**config.mk**
```make
export PLATFORM = sky130hd
export DESIGN_NAME = query_param_extract_decode
export DESIGN_NICKNAME = d
export VERILOG_FILES = /design/src/rtl/qped_pkg.sv /design/src/rtl/qped_front.sv /design/src/rtl/qped_fifo.sv /design/src/rtl/qped_back.sv /design/src/rtl/query_param_extract_decode.sv
export SDC_FILE = /design/constraint.sdc
export NUM_CORES = 1
export LEC_CHECK = 0
export ABC_AREA = 1
export BUFFER_PORTS_ARGS = -buffer_cell sky130_fd_sc_hd__buf_2
export CAP_MARGIN = 20
export CORE_UTILIZATION = 56
export CTS_CLUSTER_SIZE = 16
export DETAILED_ROUTE_END_ITERATION = 10
export GPL_TIMING_DRIVEN = 0
export HOLD_SLACK_MARGIN = 0.05
export PLACE_DENSITY_LB_ADDON = 0.1
export SETUP_SLACK_MARGIN = 0.05
export SYNTH_ARGS = -nofsm -noshare
export SYNTH_HDL_FRONTEND = slang
export SYNTH_HIERARCHICAL = 1
export SYNTH_SLANG_ARGS = --single-unit
```
**constraint.sdc**
```tcl
create_clock -name clk -period 8.18 [get_ports clk]
set_input_delay 1.636 -clock clk [delete_from_list [all_inputs] [get_ports clk]]
set_output_delay 1.636 -clock clk [all_outputs]
set_load 0.05 [all_outputs]
```
**src/rtl/qped_pkg.sv**
```systemverilog
// Shared types, character codes and sizes for the query parameter extract and decode block.
package qped_pkg;

	localparam int unsigned MAX_KEY_CHARS = 8;
	localparam int unsigned KEY_W         = 8 * MAX_KEY_CHARS;
	localparam int unsigned MAX_RES       = 3;
	localparam int unsigned FIFO_DEPTH    = 4;
	localparam int unsigned FIFO_PTR_W    = $clog2(FIFO_DEPTH);
	localparam int unsigned CFG_IDX_W     = 2;
	localparam int unsigned CFG_DATA_W    = KEY_W;

	localparam logic [7:0] CH_EQ    = 8'h3D;
	localparam logic [7:0] CH_AMP   = 8'h26;
	localparam logic [7:0] CH_PLUS  = 8'h2B;
	localparam logic [7:0] CH_PCT   = 8'h25;
	localparam logic [7:0] CH_SPACE = 8'h20;
	localparam logic [7:0] CH_LA    = 8'h61;
	localparam logic [7:0] CH_UA    = 8'h41;
	localparam logic [7:0] CH_ZERO  = 8'h30;

	localparam logic [CFG_IDX_W-1:0] REG_KEY_BYTES  = 2'd0;
	localparam logic [CFG_IDX_W-1:0] REG_KEY_LENGTH = 2'd1;
	localparam logic [CFG_IDX_W-1:0] REG_MAX_CHARS  = 2'd2;

	localparam logic [3:0] KEY_LEN_RESET   = 4'd0;
	localparam logic [7:0] MAX_CHARS_RESET = 8'd127;

	typedef enum logic [1:0] {
		PH_MATCH,
		PH_SKIP,
		PH_VALUE,
		PH_DONE
	} phase_t;

	typedef enum logic [1:0] {
		ESC_NONE,
		ESC_PCT,
		ESC_HELD
	} esc_t;

	typedef struct packed {
		logic [7:0] query_byte;
		logic       byte_present;
		logic       end_of_query;
	} query_t;

	typedef struct packed {
		logic [7:0] value_byte;
		logic       is_data;
		logic       found;
		logic       done_res;
	} result_t;

	// all result beats caused by one input beat, oldest in slot 0
	typedef struct packed {
		logic [1:0]                 count;
		result_t [MAX_RES-1:0]      slot;
	} bundle_t;

endpackage

```
**src/rtl/qped_front.sv**
```systemverilog
// Front end: configuration registers, per-byte parse state and result bundle builder.
module qped_front (
	input  logic                                clk,
	input  logic                                arst_n,
	input  qped_pkg::query_t                    query,
	input  logic                                accept,
	input  logic                                cfg_we,
	input  logic [qped_pkg::CFG_IDX_W-1:0]      cfg_index,
	input  logic [qped_pkg::CFG_DATA_W-1:0]     cfg_data,
	output qped_pkg::bundle_t                   bundle,
	output logic                                bundle_push
);

	typedef struct packed {
		qped_pkg::bundle_t b;
		qped_pkg::phase_t  ph;
		logic [7:0]        cnt;
		qped_pkg::esc_t    st;
	} ctx_t;

	logic [qped_pkg::KEY_W-1:0] key_q;
	logic [3:0]                 key_len_q;
	logic [7:0]                 max_chars_q;

	qped_pkg::phase_t phase_q;
	logic [3:0]       kpos_q;
	logic [7:0]       cnt_q;
	qped_pkg::esc_t   st_q;
	logic [7:0]       held_q;
	logic             kf_q;

	ctx_t             x;
	logic [3:0]       kpos_d;
	logic [7:0]       held_d;
	logic             kf_d;
	logic [3:0]       klen;
	logic [7:0]       key_char;
	qped_pkg::esc_t   st_old;
	logic [7:0]       hex_hi;
	logic [7:0]       hex_lo;

	function automatic logic [7:0] hex_digit(input logic [7:0] c);
		if (c >= qped_pkg::CH_LA)
			return c - qped_pkg::CH_LA + 8'd10;
		else if (c >= qped_pkg::CH_UA)
			return c - qped_pkg::CH_UA + 8'd10;
		return c - qped_pkg::CH_ZERO;
	endfunction

	function automatic ctx_t f_put(input ctx_t xi, input logic [7:0] v, input logic data,
			input logic fnd);
		ctx_t xo;
		xo = xi;
		if (xo.b.count < 2'(qped_pkg::MAX_RES)) begin
			xo.b.slot[xo.b.count] = '{value_byte: v, is_data: data, found: fnd,
				done_res: !data};
			xo.b.count = xo.b.count + 2'd1;
		end
		return xo;
	endfunction

	function automatic ctx_t f_finish(input ctx_t xi);
		ctx_t xo;
		xo = f_put(xi, 8'd0, 1'b0, 1'b1);
		xo.ph = qped_pkg::PH_DONE;
		xo.st = qped_pkg::ESC_NONE;
		return xo;
	endfunction

	function automatic ctx_t f_emit(input ctx_t xi, input logic [7:0] v, input logic [7:0] maxc);
		ctx_t xo;
		xo = f_put(xi, v, 1'b1, 1'b0);
		xo.cnt = xo.cnt + 8'd1;
		if (xo.cnt >= maxc)
			xo = f_finish(xo);
		return xo;
	endfunction

	function automatic ctx_t f_plain(input ctx_t xi, input logic [7:0] c, input logic last,
			input logic [7:0] maxc);
		ctx_t xo;
		xo = xi;
		if (c == qped_pkg::CH_AMP)
			xo = f_finish(xo);
		else if (c == qped_pkg::CH_PLUS)
			xo = f_emit(xo, qped_pkg::CH_SPACE, maxc);
		else if (c == qped_pkg::CH_PCT) begin
			if (last)
				xo = f_emit(xo, c, maxc);
			else
				xo.st = qped_pkg::ESC_PCT;
		end else
			xo = f_emit(xo, c, maxc);
		return xo;
	endfunction

	assign klen     = (key_len_q > 4'(qped_pkg::MAX_KEY_CHARS)) ?
		4'(qped_pkg::MAX_KEY_CHARS) : key_len_q;
	assign key_char = key_q[{kpos_q[2:0], 3'b000} +: 8];
	assign hex_hi   = hex_digit(held_q);
	assign hex_lo   = hex_digit(query.query_byte);

	always_comb begin
		x      = '{b: '0, ph: phase_q, cnt: cnt_q, st: st_q};
		kpos_d = kpos_q;
		held_d = held_q;
		kf_d   = kf_q;
		st_old = qped_pkg::ESC_NONE;
		if (query.byte_present) begin
			unique case (x.ph)
				qped_pkg::PH_MATCH: begin
					if (kpos_q < klen) begin
						if (query.query_byte == qped_pkg::CH_AMP)
							kpos_d = 4'd0;
						else if (query.query_byte == key_char)
							kpos_d = kpos_q + 4'd1;
						else
							x.ph = qped_pkg::PH_SKIP;
					end else if (query.query_byte == qped_pkg::CH_EQ) begin
						x.ph  = qped_pkg::PH_VALUE;
						kf_d  = 1'b1;
						x.cnt = 8'd0;
						x.st  = qped_pkg::ESC_NONE;
						if (max_chars_q == 8'd0)
							x = f_finish(x);
					end else if (query.query_byte == qped_pkg::CH_AMP)
						kpos_d = 4'd0;
					else
						x.ph = qped_pkg::PH_SKIP;
				end
				qped_pkg::PH_SKIP: begin
					if (query.query_byte == qped_pkg::CH_AMP) begin
						x.ph   = qped_pkg::PH_MATCH;
						kpos_d = 4'd0;
					end
				end
				qped_pkg::PH_VALUE: begin
					if (x.st == qped_pkg::ESC_PCT) begin
						held_d = query.query_byte;
						x.st   = qped_pkg::ESC_HELD;
					end else if (x.st == qped_pkg::ESC_HELD) begin
						x.st = qped_pkg::ESC_NONE;
						x = f_emit(x, {hex_hi[3:0], 4'b0000} | hex_lo, max_chars_q);
					end else
						x = f_plain(x, query.query_byte, query.end_of_query, max_chars_q);
				end
				qped_pkg::PH_DONE: begin
				end
				default: begin
				end
			endcase
		end
		if (query.end_of_query) begin
			if (x.ph == qped_pkg::PH_VALUE) begin
				st_old = x.st;
				x.st   = qped_pkg::ESC_NONE;
				if (st_old != qped_pkg::ESC_NONE)
					x = f_emit(x, qped_pkg::CH_PCT, max_chars_q);
				if (st_old == qped_pkg::ESC_HELD && x.ph == qped_pkg::PH_VALUE)
					x = f_plain(x, held_d, 1'b1, max_chars_q);
				if (x.ph == qped_pkg::PH_VALUE)
					x = f_finish(x);
			end else if (x.ph != qped_pkg::PH_DONE)
				x = f_put(x, 8'd0, 1'b0, kf_d);
			x.ph   = qped_pkg::PH_MATCH;
			x.cnt  = 8'd0;
			x.st   = qped_pkg::ESC_NONE;
			kpos_d = 4'd0;
			held_d = 8'd0;
			kf_d   = 1'b0;
		end
	end

	assign bundle      = x.b;
	assign bundle_push = accept && (x.b.count != 2'd0);

	always_ff @(posedge clk or negedge arst_n) begin
		if (!arst_n) begin
			key_q       <= '0;
			key_len_q   <= qped_pkg::KEY_LEN_RESET;
			max_chars_q <= qped_pkg::MAX_CHARS_RESET;
		end else if (cfg_we) begin
			unique case (cfg_index)
				qped_pkg::REG_KEY_BYTES:  key_q       <= cfg_data;
				qped_pkg::REG_KEY_LENGTH: key_len_q   <= cfg_data[3:0];
				qped_pkg::REG_MAX_CHARS:  max_chars_q <= cfg_data[7:0];
				default: begin
				end
			endcase
		end
	end

	always_ff @(posedge clk or negedge arst_n) begin
		if (!arst_n) begin
			phase_q <= qped_pkg::PH_MATCH;
			kpos_q  <= 4'd0;
			cnt_q   <= 8'd0;
			st_q    <= qped_pkg::ESC_NONE;
			held_q  <= 8'd0;
			kf_q    <= 1'b0;
		end else if (accept) begin
			phase_q <= x.ph;
			kpos_q  <= kpos_d;
			cnt_q   <= x.cnt;
			st_q    <= x.st;
			held_q  <= held_d;
			kf_q    <= kf_d;
		end
	end

endmodule

```
**src/rtl/qped_fifo.sv**
```systemverilog
// Small bundle queue between the front end and the result sequencer.
module qped_fifo (
	input  logic              clk,
	input  logic              arst_n,
	input  logic              wr_en,
	input  qped_pkg::bundle_t wr_data,
	output logic              full,
	input  logic              rd_en,
	output qped_pkg::bundle_t rd_data,
	output logic              empty
);

	qped_pkg::bundle_t                 mem_q [qped_pkg::FIFO_DEPTH];
	logic [qped_pkg::FIFO_PTR_W-1:0]   wr_ptr_q;
	logic [qped_pkg::FIFO_PTR_W-1:0]   rd_ptr_q;
	logic [qped_pkg::FIFO_PTR_W:0]     count_q;
	logic                              do_wr;
	logic                              do_rd;

	assign full    = (count_q == (qped_pkg::FIFO_PTR_W+1)'(qped_pkg::FIFO_DEPTH));
	assign empty   = (count_q == '0);
	assign do_wr   = wr_en && !full;
	assign do_rd   = rd_en && !empty;
	assign rd_data = mem_q[rd_ptr_q];

	always_ff @(posedge clk) begin
		if (do_wr)
			mem_q[wr_ptr_q] <= wr_data;
	end

	always_ff @(posedge clk or negedge arst_n) begin
		if (!arst_n) begin
			wr_ptr_q <= '0;
			rd_ptr_q <= '0;
			count_q  <= '0;
		end else begin
			if (do_wr)
				wr_ptr_q <= wr_ptr_q + 1'b1;
			if (do_rd)
				rd_ptr_q <= rd_ptr_q + 1'b1;
			unique case ({do_wr, do_rd})
				2'b10:   count_q <= count_q + 1'b1;
				2'b01:   count_q <= count_q - 1'b1;
				default: count_q <= count_q;
			endcase
		end
	end

endmodule

```
**src/rtl/qped_back.sv**
```systemverilog
// Back end: holds one bundle and hands out its result beats one per pop.
module qped_back (
	input  logic              clk,
	input  logic              arst_n,
	input  qped_pkg::bundle_t fifo_data,
	input  logic              fifo_empty,
	output logic              fifo_rd,
	output qped_pkg::result_t result,
	output logic              empty,
	input  logic              pop
);

	qped_pkg::bundle_t cur_q;
	logic [1:0]        idx_q;
	logic              have_q;
	logic              beat;
	logic              last_beat;

	assign beat      = pop && have_q;
	assign last_beat = beat && (idx_q == cur_q.count - 2'd1);
	assign fifo_rd   = !fifo_empty && (!have_q || last_beat);
	assign empty     = !have_q;
	assign result    = cur_q.slot[idx_q];

	always_ff @(posedge clk) begin
		if (fifo_rd)
			cur_q <= fifo_data;
	end

	always_ff @(posedge clk or negedge arst_n) begin
		if (!arst_n) begin
			have_q <= 1'b0;
			idx_q  <= 2'd0;
		end else if (fifo_rd) begin
			have_q <= 1'b1;
			idx_q  <= 2'd0;
		end else if (last_beat) begin
			have_q <= 1'b0;
			idx_q  <= 2'd0;
		end else if (beat)
			idx_q <= idx_q + 2'd1;
	end

	a_count_nonzero: assert property (@(posedge clk) disable iff (!arst_n)
		have_q |-> cur_q.count != 2'd0)
		else $error("held bundle has no results");

	a_idx_in_range: assert property (@(posedge clk) disable iff (!arst_n)
		have_q |-> idx_q < cur_q.count)
		else $error("beat index past bundle end");

	a_close_is_last: assert property (@(posedge clk) disable iff (!arst_n)
		have_q && result.done_res |-> idx_q == cur_q.count - 2'd1)
		else $error("closing beat not last in bundle");

	a_stall_holds: assert property (@(posedge clk) disable iff (!arst_n)
		have_q && !pop |=> have_q && idx_q == $past(idx_q))
		else $error("beat index moved while stalled");

endmodule

```
**src/rtl/query_param_extract_decode.sv**
```systemverilog
// Top level: query parameter extractor with URL percent decoding.
//
// Input channel (push/full/query): one query byte per beat, or an empty beat
// that only carries end_of_query. A beat is taken when push is high and full
// is low; the front end parses it in that cycle, so one beat per cycle is
// sustained while the result queue has room.
// Result channel (empty/pop/result): data beats carry decoded value bytes;
// the closing beat (is_data low, done_res high) carries found. Each input
// beat yields zero to three result beats, delivered one per cycle while pop
// is high. A result passes through the bundle queue and the result stage.
// Between the parser and the result stage sits a four-bundle queue: when the
// receiver holds pop low, input keeps flowing until that queue fills, then
// full rises. Output throughput is one beat per cycle while pop is high.
// Configuration (cfg_we/cfg_index/cfg_data): key bytes, key length and the
// value length limit; the user must write them only while the block is idle,
// which the block does not enforce. Reset clears parse state, queue and result
// stage; key length resets to 0 and the value limit to 127.
module query_param_extract_decode (
	input  logic                             clk,
	input  logic                             arst_n,
	input  logic                             push,
	output logic                             full,
	input  qped_pkg::query_t                 query,
	output logic                             empty,
	input  logic                             pop,
	output qped_pkg::result_t                result,
	input  logic                             cfg_we,
	input  logic [qped_pkg::CFG_IDX_W-1:0]   cfg_index,
	input  logic [qped_pkg::CFG_DATA_W-1:0]  cfg_data
);

	qped_pkg::bundle_t bundle;
	qped_pkg::bundle_t fifo_data;
	logic              bundle_push;
	logic              fifo_empty;
	logic              fifo_rd;
	logic              accept;

	assign accept = push && !full;

	qped_front u_front (
		.clk         (clk),
		.arst_n      (arst_n),
		.query       (query),
		.accept      (accept),
		.cfg_we      (cfg_we),
		.cfg_index   (cfg_index),
		.cfg_data    (cfg_data),
		.bundle      (bundle),
		.bundle_push (bundle_push)
	);

	qped_fifo u_fifo (
		.clk     (clk),
		.arst_n  (arst_n),
		.wr_en   (bundle_push),
		.wr_data (bundle),
		.full    (full),
		.rd_en   (fifo_rd),
		.rd_data (fifo_data),
		.empty   (fifo_empty)
	);

	qped_back u_back (
		.clk        (clk),
		.arst_n     (arst_n),
		.fifo_data  (fifo_data),
		.fifo_empty (fifo_empty),
		.fifo_rd    (fifo_rd),
		.result     (result),
		.empty      (empty),
		.pop        (pop)
	);

endmodule

```
==> run_results.csv <==
group,metric,value,unit
synth,synth_ff_type,"edfxtp_1",
cts,cts_buffers,30,
sta,timing.fmax,134.6,MHz
synth,synthTopCellsByCount,"nand2_1, inv_1, edfxtp_1",
layout,utilization,0.6531,
power_and_ir_drop,leakage,8.187,nW
power_and_ir_drop,comb_power_share,0.404,
power_and_ir_drop,finalPower,5.768,mW
global_route,grt_pass1_wl,59440,um
cts,cts_tree,"yes",
setup_path,slowest_stage,"fa_1",
power_and_ir_drop,power_frac_clock,0.247,
setup_path,max_stage_delay,0.40,ns
synth,yosysSeqAreaShare,0.5192,
routing,dr.first_iter.drc_count,724,
sta,rsz0062_at_grt,"no",
routing,routedWlPerCell,16.84,um
synth,synthCells,1695,
routing,viasPerCell,5.370,
setup_path,crit_fanout,10,
floorplan,ioPinCount,94,
synth,yosysMostFrequentCell,"nand2_1",
sta,tightest_slew,0.6671,ns
cts,clock_sinks,286,
cts,cts_setup_buffers,0,
power_and_ir_drop,p_per_area,326.8,nW/um^2
placement,dp_hpwl,26790,um
synth,synth_edf_count,175,
sta,relSlewSlack,0.5553,
routing,totalWireLength,37040,um
setup_path,worstReg2RegStart,"u_front/cnt_q[1]",
routing,firstDrtPassIters,8,
power_and_ir_drop,internal-power,3.491,mW
layout,nNetsFinal,1963,
setup_path,r2r_setup_slack,1.08,ns
setup_path,arrival,7.92,ns
power_and_ir_drop,switchingPower,2.276,mW
setup_path,cp-start-kind,"input port",
placement,port_buffers,93,
synth,synthArstFlopShare,0.3881,
setup_path,cp-end-kind,"register",
sta,period_needed,7.431,ns
layout,nFillCells,2281,
layout,design_area,17650,um^2
synth,syn-cell-area,15490,um^2
placement,placedCellCount,2143,
run,max_cap_viol_count,0,
setup_path,critPathTopFamily,"simple AND/OR/NAND/NOR gates",
synth,synth_top_area_frac,0.3393,
setup_path,critPathRequiredTime,8.67,ns
synth,ys_seq_elements,286,
layout,fin_cells,2200,
hold_path,hp-class,"reg2reg",
global_route,grt_overflow,0,
cts,clkTransAtPathRegs,0.06,ns
synth,postSynthAreaPerCell,9.138,um^2
routing,ant_nets,0,
routing,drcViolationCount,0,
sta,maxSlewViolCount,0,
cts,root_buffer,"clkbuf_16",
sta,setup_violations,0,
floorplan,core,27030,um^2
cts,hold_buffers,0,
global_route,grt_antenna_before_repair,4,
setup_path,reg2reg_to,"u_fifo/count_q[1]",
power_and_ir_drop,ir_drop,0.2032,mV
sta,hold_viol,0,
power_and_ir_drop,switching_share,0.3946,
cts,clockBufferDepth,3,
synth,netlist-cell-type-count,59,
global_route,grt_usage,0.2667,
floorplan,dieArea,28330,um^2
setup_path,cp-endpoint,"u_fifo/count_q[1]",
placement,routabilityCongestion,0.9338,
setup_path,path_depth,42,
cts,clk_latency,0.57,ns
cts,htree_levels,1,
setup_path,r2r_cells,46,
setup_path,crit_start,"query[6]",
layout,drive_gt1_frac,0.1804,
synth,synth_area_leaders,"edfxtp_1, dfrtp_1, nand2_1",
sta,period_share,0.9084,
routing,vias,11810,
layout,syn2layout_area_growth,13.95,%
global_route,first_global_vias,11590,
floorplan,fp.dieW,168.3,um
setup_path,cpMostUsedCell,"nand2_1",
floorplan,initial_core_util,0.5731,
floorplan,die_h,168.3,um
synth,synth_top_area_cell,"edfxtp_1",
power_and_ir_drop,seqPwrFrac,0.349,
placement,dp_slack,0.1691,ns
outcome,outcome,"complete, no violations",
global_route,grt_max_degree,64,
sta,setup_ws,0.7494,ns
setup_path,critPathBufInv,6,
sta,fin_skew,0.01175,ns
cts,postCtsResizedCells,0,
placement,post_dp_cell_area,16590,um^2
synth,synth-warning-count,6,
floorplan,fp-row-count,60,
setup_path,critPathKind,"in2reg",
==> worst reg2reg max path, delay by kind of cell (launching register included) <==
kind	cells	cell delay, ns
compound gates	4	0.73
buf+inv	4	0.40
xor+xnor	2	0.49
simple gates	31	3.34
flops	1	0.47
fa+ha+maj	5	1.55
==> flip-flops by register name (all words and copies together) (netlist names) <==
register and count:
u_back/cur_q 35, u_back/have_q 1, u_back/idx_q 2, u_fifo/count_q 3, u_fifo/mem_q 140, u_fifo/rd_ptr_q 2
u_fifo/wr_ptr_q 2, u_front/cnt_q 8, u_front/held_q 8, u_front/key_len_q 4, u_front/key_q 64, u_front/kf_q 1
u_front/kpos_q 4, u_front/max_chars_q 8, u_front/phase_q 2, u_front/st_q 2
==> final cells by class <==
| class | count | area (um^2) | area share |
|---|---|---|---|
| buffer | 96 | 656.9 | 0.03722 |
| multi-input combinational | 1067 | 5906 | 0.3346 |
| sequential | 286 | 8041 | 0.4556 |
| tap | 341 | 426.7 | 0.02417 |
| clock buffer | 36 | 804.5 | 0.04558 |
| inverter | 254 | 955.9 | 0.05416 |
| clock inverter | 19 | 246.5 | 0.01397 |
| antenna | 2 | 5.005 | 0.0002836 |
| timing repair buffer | 99 | 606.8 | 0.03438 |
==> per-stage QoR <==
stage                     hold WS (ns)  setup TNS, ns
after floorplan                 0.4367              0
after global placement          0.4624        -224.48
after detailed placement        0.4675              0
after CTS                       0.4764              0
after global routing            0.5052              0
final                           0.4779              0
==> kinds of logic after synthesis <==
kind of cell,count (synthesis),share of synthesized area
other,1,0.0002421
buffers and inverters,350,0.1041
adders and majority gates,48,0.03926
and+or+nand+nor,675,0.1881
muxes,30,0.02181
AOI/OAI and AO/OA,287,0.1171
DFF,286,0.5192
xor gates and xnor gates,18,0.01018
==> power by group through the flow <==
stage	Clock (mW)	Combinational [mW]	Sequential [mW]
after global routing	1.50	2.58	2.03
after global placement	0	2.21	2.05
final	1.43	2.33	2.01
after CTS	1.45	2.33	2.01
after detailed placement	0	2.32	2.04
after floorplan	0	1.68	2.00
==> worst min path at each step <==
stage,startpoint,endpoint,slack (ns),cells past startpoint
3_3_place_gp,u_front/kpos_q[3],u_front/kpos_q[3],0.46,1
2_1_floorplan,u_front/kpos_q[3],u_front/kpos_q[3],0.44,1
5_1_grt,u_front/kpos_q[3],u_front/kpos_q[3],0.51,1
6_report,u_front/kpos_q[3],u_front/kpos_q[3],0.48,1
4_1_cts,u_front/kpos_q[3],u_front/kpos_q[3],0.48,1
3_5_place_dp,u_front/kpos_q[3],u_front/kpos_q[3],0.47,1
==> routing by layer <==
layer,wire (um),GRT usage,vias to the layer above
met5,13,0,-
met4,1178,0.09249,2
met3,1923,0.03526,75
met2,18280,0.4696,358
met1,15640,0.3378,5474
li1,-,-,5904
==> cells in the final DEF, fill, tap and decap left out, types with 5 or more instances in the layout <==
master / count
xor2_1: 15
mux2_2: 30
conb_1: 9
o21ai_0: 60
nand2_2: 7
o22ai_1: 14
o211ai_1: 65
dfstp_2: 7
buf_6: 16
nand4_1: 13
nor3_1: 10
nor2_2: 6
nand3_1: 114
clkinv_2: 7
a21oi_1: 65
nand3_2: 6
nor2_1: 87
bufinv_16: 5
clkinv_1: 6
clkbuf_16: 31
nand2_1: 407
nor2_4: 10
a211oi_1: 5
edfxtp_1: 175
buf_2: 110
a21oi_2: 5
a31oi_1: 6
ha_1: 47
o21ai_1: 33
o211ai_2: 10
inv_1: 233
inv_2: 18
clkbuf_1: 21
nor4_1: 5
dfrtp_1: 104
o21a_1: 5
buf_4: 42
Power figures use the tool's default switching activity.
